`src/rtl/core/psrv_pkg.sv`:
```
// Package of shared types and constants for the prefix sum range variance unit.
package psrv_pkg;

	localparam int MaxElements  = 1024;
	localparam int ValueBits    = 16;
	localparam int FractionBits = 8;
	localparam int IdxW         = 10;
	localparam int CntW         = 11;
	localparam int SumW         = 27;
	localparam int SqW          = 41;
	localparam int VarW         = 39;
	localparam int NumW         = 52;
	localparam int DenW         = 21;
	localparam int QuoW         = NumW + FractionBits;

	localparam logic [1:0] CmdAppend  = 2'd0;
	localparam logic [1:0] CmdQuery   = 2'd1;
	localparam logic [1:0] CmdRestart = 2'd2;

	localparam logic [1:0] StatOk    = 2'd0;
	localparam logic [1:0] StatRange = 2'd1;
	localparam logic [1:0] StatFull  = 2'd2;

	typedef enum logic [1:0] {
		OpAppend,
		OpQuery,
		OpDone
	} op_t;

	// Classified item passed from the front part to the back part.
	typedef struct packed {
		op_t                   op;
		logic [1:0]            status;
		logic signed [15:0]    value;
		logic [IdxW-1:0]       first;
		logic [IdxW-1:0]       last;
		logic [CntW-1:0]       count;
	} job_t;

endpackage

```
`src/rtl/core/psrv_queue.sv`:
```
// Two-entry queue between the front and back parts.
module psrv_queue import psrv_pkg::*; (
	input  logic clk,
	input  logic arst_n,
	input  logic in_valid,
	output logic in_stall,
	input  job_t in_job,
	output logic out_valid,
	input  logic out_stall,
	output job_t out_job
);

	job_t       slot_q [2];
	logic       rd_q;
	logic       wr_q;
	logic [1:0] fill_q;
	logic       push;
	logic       pop;

	assign in_stall  = fill_q == 2'd2;
	assign out_valid = fill_q != 2'd0;
	assign out_job   = slot_q[rd_q];
	assign push      = in_valid && !in_stall;
	assign pop       = out_valid && !out_stall;

	always_ff @(posedge clk) begin
		if (push) begin
			slot_q[wr_q] <= in_job;
		end
	end

	always_ff @(posedge clk or negedge arst_n) begin
		if (!arst_n) begin
			rd_q   <= 1'b0;
			wr_q   <= 1'b0;
			fill_q <= '0;
		end else begin
			if (push) wr_q <= ~wr_q;
			if (pop) rd_q <= ~rd_q;
			fill_q <= fill_q + {1'b0, push} - {1'b0, pop};
		end
	end

endmodule

```
`config.mk`:
```
export PLATFORM = sky130hd
export DESIGN_NAME = psrv_queue
export DESIGN_NICKNAME = d
export VERILOG_FILES = /design/src/rtl/core/psrv_pkg.sv /design/src/rtl/core/psrv_queue.sv
export SDC_FILE = /design/constraint.sdc
export NUM_CORES = 1
export LEC_CHECK = 0
export BUFFER_PORTS_ARGS = -buffer_cell sky130_fd_sc_hd__buf_2
export CORE_MARGIN = 2
export CORE_UTILIZATION = 30
export CTS_BUF_LIST = sky130_fd_sc_hd__clkbuf_8
export CTS_CLUSTER_DIAMETER = 150
export DETAILED_ROUTE_END_ITERATION = 6
export MAX_ROUTING_LAYER = met4
export PLACE_DENSITY = 0.6
export SLEW_MARGIN = 20
export SYNTH_ARGS = -nofsm -noshare
export SYNTH_HDL_FRONTEND = slang
export SYNTH_SLANG_ARGS = --single-unit
```
`constraint.sdc`:
```
create_clock -name clk -period 4.9 [get_ports clk]
set_clock_uncertainty 0.05 [all_clocks]
set_input_delay 0 -clock clk [delete_from_list [all_inputs] [get_ports clk]]
set_output_delay 0 -clock clk [all_outputs]
set_load 0.1 [all_outputs]
```
Yosys cells after proc, flatten, opt, wreduce, memory -nomap -nowiden
Memory sizes are Yosys's and may differ from the RTL's.
Index checks and enable logic that the tools add are counted.
{"block": "classes", "add_sub_neg": 2, "eq_ne": 1, "n_bitwise": 2, "n_reduce_logical": 5, "mux": 2}
{"op": "$add A2 B1 Y2", "count": 1}
{"op": "$eq A2 B2 Y1 const B", "count": 1}
{"op": "$logic_and A1 B1 Y1", "count": 2}
{"op": "$logic_not A1 Y1", "count": 2}
{"op": "$mux W1", "count": 2}
{"op": "$not A1 Y1", "count": 2}
{"op": "$reduce_bool A2 Y1", "count": 1}
{"op": "$sub A2 B1 Y2", "count": 1}
{"block": "word_totals", "in_bits": 55, "register_bits": 4, "out_inout_bits": 53, "mem_count": 1, "mem_bits_rw": 102, "elab_cells": 16}
{"name": "slot_q", "words": 2, "width": 51, "read_ports": 1, "rd_ports_with_merged_regs": 0, "wr": 1, "line_no": "psrv_queue.sv:13", "text": "job_t slot_q [2];"}

Longest topological paths before layout
{"block": "depth", "depth_word": 5, "ltp_mapped": 7, "mapped_depth_nobuf": 7}

Worst setup path before layout
Ideal clock, no wire load.
{"block": "synth_path", "kind": "reg-to-reg", "from": "register fill_q[1]", "to": "memory slot_q[0][0] in the netlist's numbering (enable)", "setup_time_ns": 0.460, "t_arrival_ns": 2.727, "path_buffers": 0, "slack_ns": 1.663, "period_less_slack_ns": 3.237, "path_stages_with_launch": 4, "required_ns": 4.390, "path_cell_list": "dfrtp_1 -> nand2b_1 -> nand2_1 -> nor2_1"}
{"block": "synth_via", "elab_chain_len": 5}
{"item": "start: declaration", "line_no": "psrv_queue.sv:16", "text": "logic [1:0] fill_q;"}
{"item": "start signal: assignment", "line_no": "psrv_queue.sv:40", "text": "fill_q <= fill_q + {1'b0, push} - {1'b0, pop};"}
{"item": "$eq A2 B2 Y1", "line_no": "psrv_queue.sv:20", "text": "assign in_stall = fill_q == 2'd2;"}
{"item": "$logic_not A1 Y1", "line_no": "psrv_queue.sv:23", "text": "assign push = in_valid && !in_stall;"}
{"item": "$logic_and A1 B1 Y1", "line_no": "psrv_queue.sv:23"}
{"item": "$mux W1", "line_no": "psrv_queue.sv:27", "text": "if (push) begin"}
{"item": "$mux W1 (not written as such)", "line_no": "psrv_queue.sv:28", "text": "slot_q[wr_q] <= in_job;"}
{"item": "end: declaration", "line_no": "psrv_queue.sv:13"}
No other way between the ends.

==> summary.txt <==
Global routing
  – Pin count of the biggest net entering global routing: 53
  – First-pass GRT wire length: roughly 11000 um
  – GRT Overall Usage: 10.45%
  – Global route total overflow: 0
  – Vias in the first global route: 2255
  – Initial antenna violation count: 1

Timing
  – RSZ-0062 raised after global routing: no
  – Slew HR: between 30% and 40%
  – Peak Freq: about 0.44 GHz
  – Fin. Hold Viols: 0
  – Setup TNS: 0 ps
  – Fin crit share: a little under half
  – Slew @ Worst Pin: approximately 980 ps
  – Max-slew violation count: 0
  – Clock period minus worst slack: 2273 ps
  – Final setup fails: 0

Route
  – DRT Pass-1 Iters: 3
  – Mean routed wirelength per cell: around 13 um
  – Final ANT Viol Nets: 0
  – Residual DRC: 0
  – Total number of vias: between 2000 and 2500
  – Initial drt markers: 121
  – Vias per cell: 4.044
  – Total Wirelength: around 7000 um

Clock tree
  – Post-CTS sizing: 0
  – CTS tree: yes
  – TritonCTS Buffers: 9
  – Root Buffer: clkbuf_8
  – CTS Buffer Depth: 2
  – Post-CTS Hold Buffers: 55
  – H-tree depth: 3
  – Clock transition at path regs: around 90 ps
  – Skew-Pair Late Insertion Delay: roughly 370 ps
  – CTS Sinks: 106
  – Post-CTS setup buffers: 0

Floorplan
  – Top Ports: 108
  – Core region area: approximately 0.013 sq mm
  – Die area: 0.01476 sq mm
  – FP Rows: 42
  – Starting Density: between 30% and 40%
  – Chip width: approximately 120 um
  – Die Y: between 100 and 150 um

Place
  – Post-DP HPWL: approximately 4600 um
  – Placed Cells: ~460
  – Number of port buffers: 107
  – Final Wtd Congestion: between 0.6 and 0.7

Setup path
  – R2r setup slk: ~2800 ps
  – Crit Path Category: reg -> out
  – Worst R2R End: slot_q[0][19]
  – Crit path launch: rd_q
  – Crit-path cells: mux2_2, buf_2
  – Worst Path Max Fanout: 52
  – CP endpoint kind: output port
  – Slowest stage delay, CP: 1080 ps
  – Reg2Reg Depth: 4
  – Slowest cell on the critical path: dfrtp_4
  – CP arrival: 2220 ps
  – Setup crit end: out_job[0]
  – CP startpoint kind: flip-flop
  – Worst EP required: a little under 5000 ps
  – RR Startpoint: fill_q[1]

Flow run
  – Max cap viols: 0

Synthesis
  – Synth Area per Inst: 23.39 sq um
  – Distinct cells, synth: 16
  – Cells after Synth: 177
  – FF+latch count, synth: ~110
  – Top cell type by total area after synthesis: edfxtp_1
  – Register area share after synthesis: 76.40%
  – Mapped Area: 0.004140 sq mm
  – Area share of the largest cell type after synthesis: 73.98%
  – Net Count, Synth: 234
  – YS warnings: 0
  – Top post-synthesis cells by area: edfxtp_1, mux2_4, buf_12

Cells and area
  – Non-Filler Instances: between 500 and 600
  – Share of post-route cells with drive strength above 1: around 50%
  – Filler instances: 1244
  – NumNets Final: between 400 and 500
  – Area growth, synth to finish: 36.48%

Worst hold path
  – Min-delay worst type: in -> reg

Outcome
  – Status: completed
metal layers:
metal	global-route usage [%]	wire [um]	vias up
li1	-	-	1023
met1	11.34	2920	1038
met2	17.10	3626	66
met3	4.605	460	8
met4	3.664	108	0
met5	-	0	-
final cells by class:
type / count / area, sq um / area share, %
flip-flops and latches: 106 / 3167 / 56.05
repair buffers: 164 / 1101 / 19.49
multi-input cells: 63 / 867.1 / 15.35
well taps: 176 / 220.2 / 3.897
clock buffers: 12 / 165.2 / 2.923
clock inverters: 4 / 120.1 / 2.126
inverters: 2 / 7.507 / 0.1329
diodes: 1 / 2.502 / 0.04429
worst min-delay path by stage:
stage / depth (start not counted) / slack (ps) / endpoint / from
4_1_cts: 2 / 270 / slot_q[0][35] / in_job[35]
6_report: 2 / 300 / slot_q[0][37] / in_job[37]
5_1_grt: 2 / 260 / slot_q[0][35] / in_job[35]
2_1_floorplan: 0 / -350 / fill_q[0] / arst_n
3_3_place_gp: 1 / -240 / rd_q / arst_n
3_5_place_dp: 1 / -240 / fill_q[0] / arst_n
critical path: cells and delay by family (launching register included):
kind | cells | cell delay, ps
flip-flops | 1 | 1080
buffers and inverters | 1 | 420
multiplexers | 1 | 320
cells in the mapped netlist:
| cell | instances |
|---|---|
| and3_1 | 1 |
| buf_12 | 5 |
| buf_6 | 1 |
| dfrtp_1 | 4 |
| edfxtp_1 | 102 |
| ha_1 | 2 |
| inv_1 | 2 |
| mux2_2 | 2 |
| mux2_4 | 49 |
| nand2_1 | 1 |
| nand2b_1 | 1 |
| nor2_1 | 1 |
| nor2b_4 | 1 |
| or2_1 | 1 |
| xnor2_1 | 3 |
| xor2_1 | 1 |
kinds of logic after synthesis:
logic type / Yosys count / share of synthesized area (%)
DFF: 106 / 76.40
buffers and inverters: 8 / 2.871
adders and majority gates: 2 / 0.6043
xor gates and xnor gates: 4 / 0.8463
muxes: 51 / 18.31
and+or+nand+nor: 6 / 0.9671
state kept, by name, summed over array words and instances, names as in the netlist:
| register | count |
|---|---|
| slot_q | 102 |
| wr_q | 1 |
| fill_q | 2 |
| rd_q | 1 |
stage by stage:
| step | util (%) | hold slack [ps] | worst slack (ps) | area, sq um |
|---|---|---|---|---|
| 2_1_floorplan | - | -345.6 | 1663 | 4140 |
| 3_3_place_gp | 36.05 | -238.7 | 2768 | 4812 |
| 3_5_place_dp | 36.05 | -236.6 | 2705 | 4812 |
| 4_1_cts | 42.31 | 267.5 | 2541 | 5648 |
| 5_1_grt | 42.33 | 264.0 | 2464 | 5650 |
| 6_report | 42.33 | 296.7 | 2627 | 5650 |
cell usage in the layout (no fill, tap or decap), drive strengths merged:
| cell type | count |
|---|---|
| and3 | 1 |
| buf | 109 |
| bufinv | 4 |
| clkbuf | 12 |
| dfrtp | 4 |
| diode | 1 |
| dlygate4sd3 | 55 |
| edfxtp | 102 |
| ha | 2 |
| inv | 2 |
| mux2 | 51 |
| nand2 | 1 |
| nand2b | 1 |
| nor2 | 1 |
| nor2b | 1 |
| or2 | 1 |
| xnor2 | 3 |
| xor2 | 1 |
Power is not shown: default switching activity piles up to over one toggle a cycle in this logic, so the estimate is an artifact.
