## src/rtl/core/psrv_pkg.sv

```systemverilog
// Package of shared types and constants for the prefix sum range variance unit.
package psrv_pkg;

	localparam int MaxElements  = 1024;
	localparam int ValueBits    = 16;
	localparam int FractionBits = 8;
	localparam int IdxW         = 10;
	localparam int CntW         = 11;
	localparam int SumW         = 27;
	localparam int SqW          = 41;
	localparam int VarW         = 39;
	localparam int NumW         = 52;
	localparam int DenW         = 21;
	localparam int QuoW         = NumW + FractionBits;

	localparam logic [1:0] CmdAppend  = 2'd0;
	localparam logic [1:0] CmdQuery   = 2'd1;
	localparam logic [1:0] CmdRestart = 2'd2;

	localparam logic [1:0] StatOk    = 2'd0;
	localparam logic [1:0] StatRange = 2'd1;
	localparam logic [1:0] StatFull  = 2'd2;

	typedef enum logic [1:0] {
		OpAppend,
		OpQuery,
		OpDone
	} op_t;

	// Classified item passed from the front part to the back part.
	typedef struct packed {
		op_t                   op;
		logic [1:0]            status;
		logic signed [15:0]    value;
		logic [IdxW-1:0]       first;
		logic [IdxW-1:0]       last;
		logic [CntW-1:0]       count;
	} job_t;

endpackage

```

## src/rtl/core/psrv_front.sv

```systemverilog
// Front part: accepts items, tracks the element count and classifies each item.
module psrv_front import psrv_pkg::*; (
	input  logic                 clk,
	input  logic                 arst_n,
	input  logic                 valid,
	output logic                 stall,
	input  logic [1:0]           cmd,
	input  logic signed [15:0]   element_value,
	input  logic [IdxW-1:0]      first_index,
	input  logic [IdxW-1:0]      last_index,
	output logic                 job_valid,
	output job_t                 job,
	input  logic                 job_stall
);

	logic [CntW-1:0] count_q;
	logic            acc;
	logic [CntW-1:0] next_count;

	assign stall = job_stall;
	assign acc   = valid && !job_stall;

	always_comb begin
		next_count     = count_q;
		job.op         = OpDone;
		job.status     = StatOk;
		job.value      = element_value;
		job.first      = first_index;
		job.last       = last_index;
		case (cmd)
			CmdAppend: begin
				if (count_q >= CntW'(MaxElements)) begin
					job.status = StatFull;
				end else begin
					job.op     = OpAppend;
					next_count = count_q + 1'b1;
				end
			end
			CmdQuery: begin
				if (first_index > last_index || {1'b0, last_index} >= count_q) begin
					job.status = StatRange;
				end else begin
					job.op = OpQuery;
				end
			end
			CmdRestart: next_count = '0;
			default: ;
		endcase
		job.count = next_count;
	end

	assign job_valid = valid;

	always_ff @(posedge clk or negedge arst_n) begin
		if (!arst_n) begin
			count_q <= '0;
		end else if (acc) begin
			count_q <= next_count;
		end
	end

endmodule

```

## config.mk

```make
export PLATFORM = sky130hd
export DESIGN_NAME = psrv_front
export DESIGN_NICKNAME = d
export VERILOG_FILES = /design/src/rtl/core/psrv_pkg.sv /design/src/rtl/core/psrv_front.sv
export SDC_FILE = /design/constraint.sdc
export NUM_CORES = 1
export LEC_CHECK = 0
export ABC_AREA = 1
export BUFFER_PORTS_ARGS = -buffer_cell sky130_fd_sc_hd__buf_2
export CORE_MARGIN = 5
export CORE_UTILIZATION = 44
export CTS_CLUSTER_DIAMETER = 120
export DETAILED_ROUTE_END_ITERATION = 8
export HOLD_SLACK_MARGIN = 0.05
export PLACE_DENSITY = 0.8
export SLEW_MARGIN = 40
export SYNTH_ARGS = -nofsm -noshare
export SYNTH_HDL_FRONTEND = slang
export SYNTH_SLANG_ARGS = --single-unit
```

## constraint.sdc

```tcl
create_clock -name clk -period 2.4 [get_ports clk]
set_clock_uncertainty 0.1 [all_clocks]
set_input_delay 0.6 -clock clk [delete_from_list [all_inputs] [get_ports clk]]
set_output_delay 0.6 -clock clk [all_outputs]
set_load 0.005 [all_outputs]
```

==> After elaboration in Yosys (flattened, before gate mapping) <==
Cells that the tools add are included.
W data, S select, Z words.
{ "totals": {"reg_bits": 11, "out_inout_bits": 53, "in_bits": 42} }
{ "op_classes": {"order_cmp": 3, "n_eq_ne": 2, "reduce_logical": 4, "addsub": 1, "muxes": 6} }
{ "ops": {"columns": ["op", "count"], "rows": [
  ["$pmux W11 S2", 1],
  ["$add A11 B1 Y11 const B", 1],
  ["$ge A10 B11 Y1", 1],
  ["$ge A11 B11 Y1 const B", 1],
  ["$mux W11", 1],
  ["$gt A10 B10 Y1", 1],
  ["$pmux W4 S2", 1],
  ["$mux W2", 2],
  ["$eq A2 B1 Y1 const B", 1],
  ["$eq A2 B2 Y1 const B", 1],
  ["$logic_not A2 Y1", 1],
  ["$logic_and A1 B1 Y1", 1],
  ["$logic_not A1 Y1", 1],
  ["$logic_or A1 B1 Y1", 1],
  ["$mux W1", 1]
]} }

==> Longest topological paths before layout <==
Gate-level depths: netlist of the first run.
{ "depth": {"depth_word": 4, "mapped_depth": 12, "mapped_depth_nobuf": 12} }

==> Least setup slack after synthesis of the first run <==
Ideal clock, no wire load.
{ "synth_timing": {"path_type": "input-to-output", "startpoint": "input last_index[9]", "endpoint": "output job[47] in the netlist's numbering", "stages": 8, "path_buffers": 0, "arrival_ns": 1.525, "setup_slack_ns": 0.175, "cell_sequence": "inv_1 -> ha_1 -> nand2_1 -> nor2_1 -> nand3_1 -> nand3_1 -> nand2_1 -> a21boi_0"} }
{ "synth_rtl": {"columns": ["element", "line", "source"], "rows": [
  ["start, declared", "psrv_front.sv:10", "input logic [IdxW-1:0] last_index,"],
  ["end, declared", "psrv_front.sv:12", "output job_t job,"]
]} }

==> flow_summary.toml, run 1 <==
[logic_synthesis]
synth_top_cell_area_share = 0.172
syn_inst = 248
synth_cell_type_count = 29
synthArstFlopShare = 1.00
ys_seq_area_frac = 0.166
synth.net_count = 312
syn-cell-area_sq_mm = 0.00166
syn_avg_cell_area_sq_um = 6.67
post_synth_main_area_contributors = "buf_4, dfrtp_1, ha_1"
yosys.area.top_type = "buf_4"
ys.flop_type = "dfrtp_1"
ys_warn_count = 0
synth_edf_count = 0
ys_ff_latch = 11

[timing]
rsz0062_at_grt = "yes"
setup_ws_ns = -0.0712
setup-violations-final = 4
finalSetupTns_ns = -0.121
worst_pin_slew_ns = 0.383
finalCritPeriodShare = 1.03
maxSlewViolCount = 0
timing.slew.headroom = 0.743
final-hold-violation-count = 0
min_period_ns = 2.47
max_clock_freq_mhz = 405

[floorplan]
die-area_sq_mm = 0.00509
fp.dieW_microns = 71.3
num_io_pins = 95
start_util = 0.452
rows = 22
coreArea_sq_mm = 0.00366
die_y_microns = 71.3

[grt]
grt_usage = 0.166
grt_overflow_total = 0
antenna_found_initial = 0
grt_pass1_wl_microns = 6970
grt_max_degree = 12
grt_pass1_vias = 1560

[run_status]
violations = "negative setup slack"
status = "finished with violations"

[place]
place_congestion = 0.923
dp_hpwl_microns = 3190
port_buffers = 62

[critical_path]
worstSetupEndpointType = "output port"
arrival_ns = 1.77
worstPathCellList = "buf_8, inv_2, ha_4, nand2_4, inv_2, nand2_2, nand2_2, nand2_2, nand3_2, nand2_2, nand3_2, nand2_1, inv_1, buf_2"
cpPeakStageDelay_ns = 0.21
start_kind = "primary input"
path_buf_inv = 5
cp.depth = 14
crit_family = "simple AND/OR/NAND/NOR gates"
worstPathRequired_ns = 1.70
rrSetupSlack_ns = 0.84
critPathSlowestCell = "ha_4"
crit_fanout = 3
crit_type = "primary input to output port"
cpMostUsedCell = "nand2_2"
rr_worst_depth = 9

[clocking]
htreeDepth = 1
cts_buffers = 3
root_buffer = "clkbuf_8"
clock_sinks = 11
path_clk_slew_ns = 0.05
cts.path.max_buffers = 2
cts_tree = "done"
clk_latency_ns = 0.24

[worst_hold_path]
hp-class = "primary input to async pin"

[power_and_ir_drop]
p_leak_nw = 1.20
powerDensity_mw_per_mm2 = 381
power_w = 0.000870
irDropWorstVdd_v = 0.000255

[route]
drc = 0
routed_wl_microns = 4580
firstDrtPassIters = 4
wl_per_cell_microns = 13.6
dr_total_vias = 1633
dr.first_iter.drc_count = 93
viasPerCell = 4.85
drtAntennaViolNets = 0

[layout]
antenna_cells = 0
final_common_cell = "buf_2"
nets = 354
top_regs = "count_q: 11 flops"
mostFrequentLayoutCells = "buf_2, nand2_1, inv_1, inv_2, ha_4"
layout-drive-gt1-share = 0.543
syn2layout_area_growth_pct = 37.9
largest_reg_flops = 11
largest_register = "count_q"

[flow_run]
cap_violations = 0
[cell usage after synthesis (2+ instances only)]
| cell type | instances |
|---|---|
| a21oi_1 | 7 |
| a21oi_2 | 2 |
| buf_4 | 38 |
| dfrtp_1 | 11 |
| ha_1 | 22 |
| inv_1 | 48 |
| inv_2 | 4 |
| nand2_1 | 50 |
| nand3_1 | 13 |
| nand3_2 | 3 |
| nand4_1 | 5 |
| nor2_1 | 14 |
| nor2_2 | 2 |
| nor2_4 | 3 |
| o21ai_0 | 7 |
| o21ai_1 | 6 |
[per-layer routing]
metal	up-vias	GRT usage	wire, microns
met5	-	0	0
met4	0	0.0334	10
met3	3	0.0365	304
met2	59	0.296	2380
met1	746	0.203	1880
li1	825	-	-
[metrics by stage]
stage                     std cells  utilization  cell area [sq um]  hold WS [ns]  worst slack (ns)
final                           337        0.623               2280         0.132           -0.0712
after global routing            337        0.623               2280         0.148            -0.118
after CTS                       334        0.582               2130         0.132           -0.0202
after detailed placement        326        0.488               1790         0.391            -0.174
after global placement          326        0.488               1790         0.385            -0.131
after floorplan                 248            -               1660         0.204             0.175
[cells by family (layout without fill, tap and decap cells)]
kind of cell | Yosys count | in the layout | synth area share
and+or+nand+nor | 96 | 96 | 0.274
buffers and inverters | 91 | 132 | 0.293
AOI/OAI and AO/OA | 28 | 28 | 0.0998
adders and majority gates | 22 | 22 | 0.166
DFF | 11 | 11 | 0.166
[report_power, final]
group | total (W) | switching [W] | leakage (nW) | internal, W
Clock | 0.000188 | 0.0000711 | 0.0228 | 0.000117
Sequential | 0.000228 | 0.0000208 | 0.148 | 0.000207
Combinational | 0.000454 | 0.000240 | 1.03 | 0.000215
Total | 0.000870 | 0.000332 | 1.20 | 0.000538
[what timing repair did]
action	4_1_cts	5_1_grt
setup endpoints to repair	4	6
resized for setup	59	33
hold buffers	0	0
pin swaps	26	22
setup buffers	4	3
hold endpoints to repair	0	0
[layout make-up]
class,instances,area [sq um]
fill,306,1380
multi-input combinational,146,1210
timing repair buffer,76,488
sequential,11,277
inverter,52,198
tap,48,60.1
clock buffer,4,45.0
[path summary, 6_finish.rpt]
kind,startpoint,end
min in group clk,count_q[9]$_DFFE_PN0P_,count_q[9]$_DFFE_PN0P_
min reg2reg,count_q[9]$_DFFE_PN0P_,count_q[9]$_DFFE_PN0P_
max reg2reg,count_q[2]$_DFFE_PN0P_,count_q[9]$_DFFE_PN0P_
max,last_index[5],job[50]
max in group asynchronous,arst_n,count_q[0]$_DFFE_PN0P_
min,arst_n,count_q[2]$_DFFE_PN0P_
Note: power is estimated with default switching activity, not from simulation.
==> inputs of run 2 (changes only) <==
Settings changed: PLACE_DENSITY 0.8 to default, PLACE_DENSITY_LB_ADDON from default to 0.2.
==> flow_summary.toml, run 2 (synthesis gave the netlist of run 1 again) <==
[power_and_ir_drop]
powerDensity_mw_per_mm2 = 384
p_leak_nw = 1.19
irDropWorstVdd_v = 0.000278

[timing]
rsz0062_at_grt = "yes"
hold_ws_ns = 0.126
final-hold-violation-count = 0
finalCritPeriodShare = 1.02
setup_ws_ns = -0.0368
worst_pin_slew_ns = 0.381
timing.slew.headroom = 0.745
max_clock_freq_mhz = 410
min_period_ns = 2.44
setup-violations-final = 2
maxSlewViolCount = 0

[layout]
top_regs = "count_q: 11 flops"
multi_input_area_sq_mm = 0.00111
nets = 358
fin_area_sq_mm = 0.00216
largest_register = "count_q"
mostFrequentLayoutCells = "buf_2, nand2_1, inv_1, buf_4, inv_2"
antenna_cells = 0
register_area_sq_um = 277
syn2layout_area_growth_pct = 30.6
layout-drive-gt1-share = 0.478
final_common_cell = "buf_2"
fillers = 335
largest_reg_flops = 11

[place]
dp_hpwl_microns = 3140
place_congestion = 0.805
pre_cts_slack_ns = -0.153
port_buffers = 62
dpl_cell_area_sq_mm = 0.00181

[grt]
antenna_found_initial = 0
grt_pass1_wl_microns = 6330
grt_pass1_vias = 1424
grt_usage = 0.149
grt_max_degree = 12
grt_overflow_total = 0

[clocking]
cts_buffers = 3
htreeDepth = 1
cts-hold-fix-buffers = 0
cts_tree = "done"
clk_latency_ns = 0.24
path_clk_slew_ns = 0.05
cts.path.max_buffers = 2
root_buffer = "clkbuf_8"
clock_sinks = 11

[critical_path]
worstSetupEndpointType = "output port"
arrival_ns = 1.74
worstPathRequired_ns = 1.70
crit_fanout = 3
start_kind = "primary input"
rrSetupSlack_ns = 0.89
crit_type = "primary input to output port"

[route]
dr_total_vias = 1580
viasPerCell = 4.63
firstDrtPassIters = 5
drtAntennaViolNets = 0
routed_wl_microns = 3960
highest_layer = "met4"
drc = 0
drt-met1-wl_microns = 1850
wl_per_cell_microns = 11.6
dr_wl_met2_microns = 1790
met3WireLength_microns = 313
dr.first_iter.drc_count = 75

[floorplan]
die-area_sq_mm = 0.00509
fp.dieW_microns = 71.3
num_io_pins = 95
die_y_microns = 71.3
rows = 22
coreArea_sq_mm = 0.00366
start_util = 0.452

[flow_run]
cap_violations = 0

[run_status]
status = "finished with violations"
violations = "negative setup slack"

[worst_hold_path]
hp-class = "primary input to async pin"
==> run 2: changes by cell type in the layout (fill, tap and decap cells not counted), sizes merged <==
cell / before / now
buf: 76 / 80
==> run 2: where the power goes <==
| group | switching (W) | internal, W |
|---|---|---|
| Combinational | 0.000215 | 0.000198 |
| Clock | 0.0000728 | 0.000117 |
| Sequential | 0.0000200 | 0.000207 |
==> run 2: metal layers <==
metal,vias to the layer above,global-route usage
li1,835,-
met1,690,0.200
met2,51,0.248
met3,4,0.0323
met4,0,0.0251
met5,-,0
==> run 2: area by class of cell <==
type | instances | share of cell area
repair buffers | 80 | 0.220
inverters | 52 | 0.0903
multi-input cells | 146 | 0.513
clock buffers | 4 | 0.0208
flip-flops and latches | 11 | 0.128
well taps | 48 | 0.0278
==> run 2: worst max-delay path, cell delays in order <==
cell     delay, ns
buf_6         0.10
inv_1         0.08
ha_4          0.20
nand2_2       0.07
inv_1         0.04
nand2_1       0.05
nand2_1       0.06
nand2_1       0.06
nand3_1       0.08
nand2_2       0.09
nand3_2       0.08
nand2_1       0.06
inv_1         0.03
buf_2         0.11
==> run 2: per-stage QoR <==
step           total power, W   util  cells  TNS (ns)
2_1_floorplan        0.000452      -    248         0
3_3_place_gp         0.000531  0.495    329    -0.315
3_5_place_dp         0.000536  0.495    329    -0.382
4_1_cts              0.000808  0.575    336   -0.0489
5_1_grt              0.000903  0.591    341    -0.547
6_report             0.000829  0.591    341   -0.0519
==> run 2: final timing paths <==
| check | end | from | cells past startpoint |
|---|---|---|---|
| worst min-delay path | count_q[7]$_DFFE_PN0P_ | arst_n | 1 |
| worst max register to register | count_q[9]$_DFFE_PN0P_ | count_q[0]$_DFFE_PN0P_ | 8 |
| worst min register to register | count_q[9]$_DFFE_PN0P_ | count_q[9]$_DFFE_PN0P_ | 2 |
| worst max-delay path | job[50] | last_index[4] | 14 |
| max in group asynchronous | count_q[0]$_DFFE_PN0P_ | arst_n | 1 |
| min in group clk | count_q[9]$_DFFE_PN0P_ | count_q[9]$_DFFE_PN0P_ | 2 |
==> run 2: what timing repair did <==
action / 4_1_cts / 5_1_grt
setup endpoints to repair: 4 / 5
resized for setup: 47 / 7
pin swaps: 20 / 8
hold endpoints to repair: 0 / 0
setup buffers: 3 / 5
==> inputs of run 3 (changes only) <==
Settings changed: CORE_ASPECT_RATIO from default to 1.2, CORE_UTILIZATION 44 to 35.
==> flow_summary.toml, run 3 (synthesis gave the netlist of run 1 again) <==
[layout]
largest_register = "count_q"
top_regs = "count_q: 11 flops"
antenna_cells = 0
layout-drive-gt1-share = 0.552
fillers = 498
final_util = 0.499
final_common_cell = "buf_2"
multi_input_area_sq_mm = 0.00117
largest_reg_flops = 11
register_area_sq_um = 277
nets = 362
fin_area_sq_mm = 0.00229
syn2layout_area_growth_pct = 38.6
final_cells = 355
mostFrequentLayoutCells = "buf_2, nand2_1, inv_1, buf_4, inv_2"

[critical_path]
worstSetupEndpointType = "output port"
worstPathRequired_ns = 1.70
arrival_ns = 1.76
crit_type = "primary input to output port"
start_kind = "primary input"
crit_fanout = 3

[power_and_ir_drop]
irDropWorstVdd_v = 0.000423
p_leak_nw = 1.22
powerDensity_mw_per_mm2 = 389

[route]
dr.first_iter.drc_count = 33
wl_per_cell_microns = 12.3
firstDrtPassIters = 4
drtAntennaViolNets = 0
dr_total_vias = 1610
viasPerCell = 4.54
drc = 0
routed_wl_microns = 4380

[timing]
final-hold-violation-count = 0
timing.slew.headroom = 0.760
rsz0062_at_grt = "yes"
finalCritPeriodShare = 1.02
setup_ws_ns = -0.0588
min_period_ns = 2.46
max_clock_freq_mhz = 407
maxSlewViolCount = 0
worst_pin_slew_ns = 0.356
setup-violations-final = 3

[grt]
grt_max_degree = 16
antenna_found_initial = 0
grt_usage = 0.138
grt_overflow_total = 0
grt_pass1_wl_microns = 6890
grt_pass1_vias = 1609

[floorplan]
start_util = 0.360
die_y_microns = 85.3
num_io_pins = 95
rows = 27
coreArea_sq_mm = 0.00459
die-area_sq_mm = 0.00621
fp.dieW_microns = 72.8

[place]
port_buffers = 62
dp_cells = 336
place_congestion = 0.763
dp_hpwl_microns = 3270
dpl_cell_area_sq_mm = 0.00180

[flow_run]
cap_violations = 0

[worst_hold_path]
hp-class = "primary input to async pin"

[clocking]
path_clk_slew_ns = 0.06
cts_tree = "done"
cts.path.max_buffers = 2
root_buffer = "clkbuf_8"
htreeDepth = 1
clk_latency_ns = 0.25
cts_buffers = 3
clock_sinks = 11
cts-hold-fix-buffers = 0

[run_status]
status = "finished with violations"
violations = "negative setup slack"
run 3: changes by cell type in the layout (fill, tap and decap cells not counted), moves of 3 or more:
cell    previous run  this run
nor2_2             4         7
inv_1             37        30
buf_6              2         6
inv_2             15        21
nor2_1            11         8
run 3: final timing paths:
kind / from / to / slack (ns) / cells past startpoint
max: last_index[3] / job[47] / -0.06 / 10
min: arst_n / count_q[7]$_DFFE_PN0P_ / 0.12 / 1
max reg2reg: count_q[0]$_DFFE_PN0P_ / count_q[1]$_DFFE_PN0P_ / 0.77 / 7
min reg2reg: count_q[9]$_DFFE_PN0P_ / count_q[9]$_DFFE_PN0P_ / 0.49 / 2
max in group asynchronous: arst_n / count_q[0]$_DFFE_PN0P_ / 1.85 / 1
min in group clk: count_q[9]$_DFFE_PN0P_ / count_q[9]$_DFFE_PN0P_ / 0.49 / 2
run 3: timing repair:
item	CTS	global route
resized for setup	62	18
pin swaps	29	17
buffers inserted	9	6
endpoints found under the setup margin	4	6
run 3: layout make-up:
class | instances | share of cell area
clock buffers | 3 | 0.0180
clock inverters | 1 | 0.00218
inverters | 52 | 0.0862
multi-input cells | 146 | 0.509
flip-flops and latches | 11 | 0.121
well taps | 58 | 0.0316
repair buffers | 84 | 0.232
run 3: metrics by stage:
stage | total power [W] | setup TNS [ns] | hold slack, ns | setup WS, ns
after floorplan | 0.000452 | 0 | 0.204 | 0.175
after global placement | 0.000537 | -0.430 | 0.396 | -0.208
after detailed placement | 0.000538 | -0.480 | 0.396 | -0.227
after CTS | 0.000853 | -0.0920 | 0.129 | -0.0502
after global routing | 0.000965 | -0.503 | 0.139 | -0.148
final | 0.000892 | -0.107 | 0.116 | -0.0588
run 3: power breakdown:
| part | switching (W) | internal, W | total [W] | leakage [nW] |
|---|---|---|---|---|
| Sequential | 0.0000199 | 0.000206 | 0.000226 | 0.148 |
| Clock | 0.0000868 | 0.000115 | 0.000202 | 0.0255 |
| Combinational | 0.000235 | 0.000229 | 0.000464 | 1.05 |
run 3: critical path: stages:
cell and delay [ns]:
buf_6 0.10, ha_1 0.28, nand2_2 0.09, nor2_2 0.09, nand3_1 0.07, nand2_1 0.08, a21oi_2 0.05, buf_4 0.13
a21boi_2 0.13, buf_2 0.12
run 3: layer usage:
layer / wire, microns / global-route usage / vias up
met5: 0 / 0 / -
met4: 63 / 0.0503 / 0
met3: 309 / 0.0296 / 7
met2: 2180 / 0.245 / 53
met1: 1820 / 0.157 / 712
li1: - / - / 838
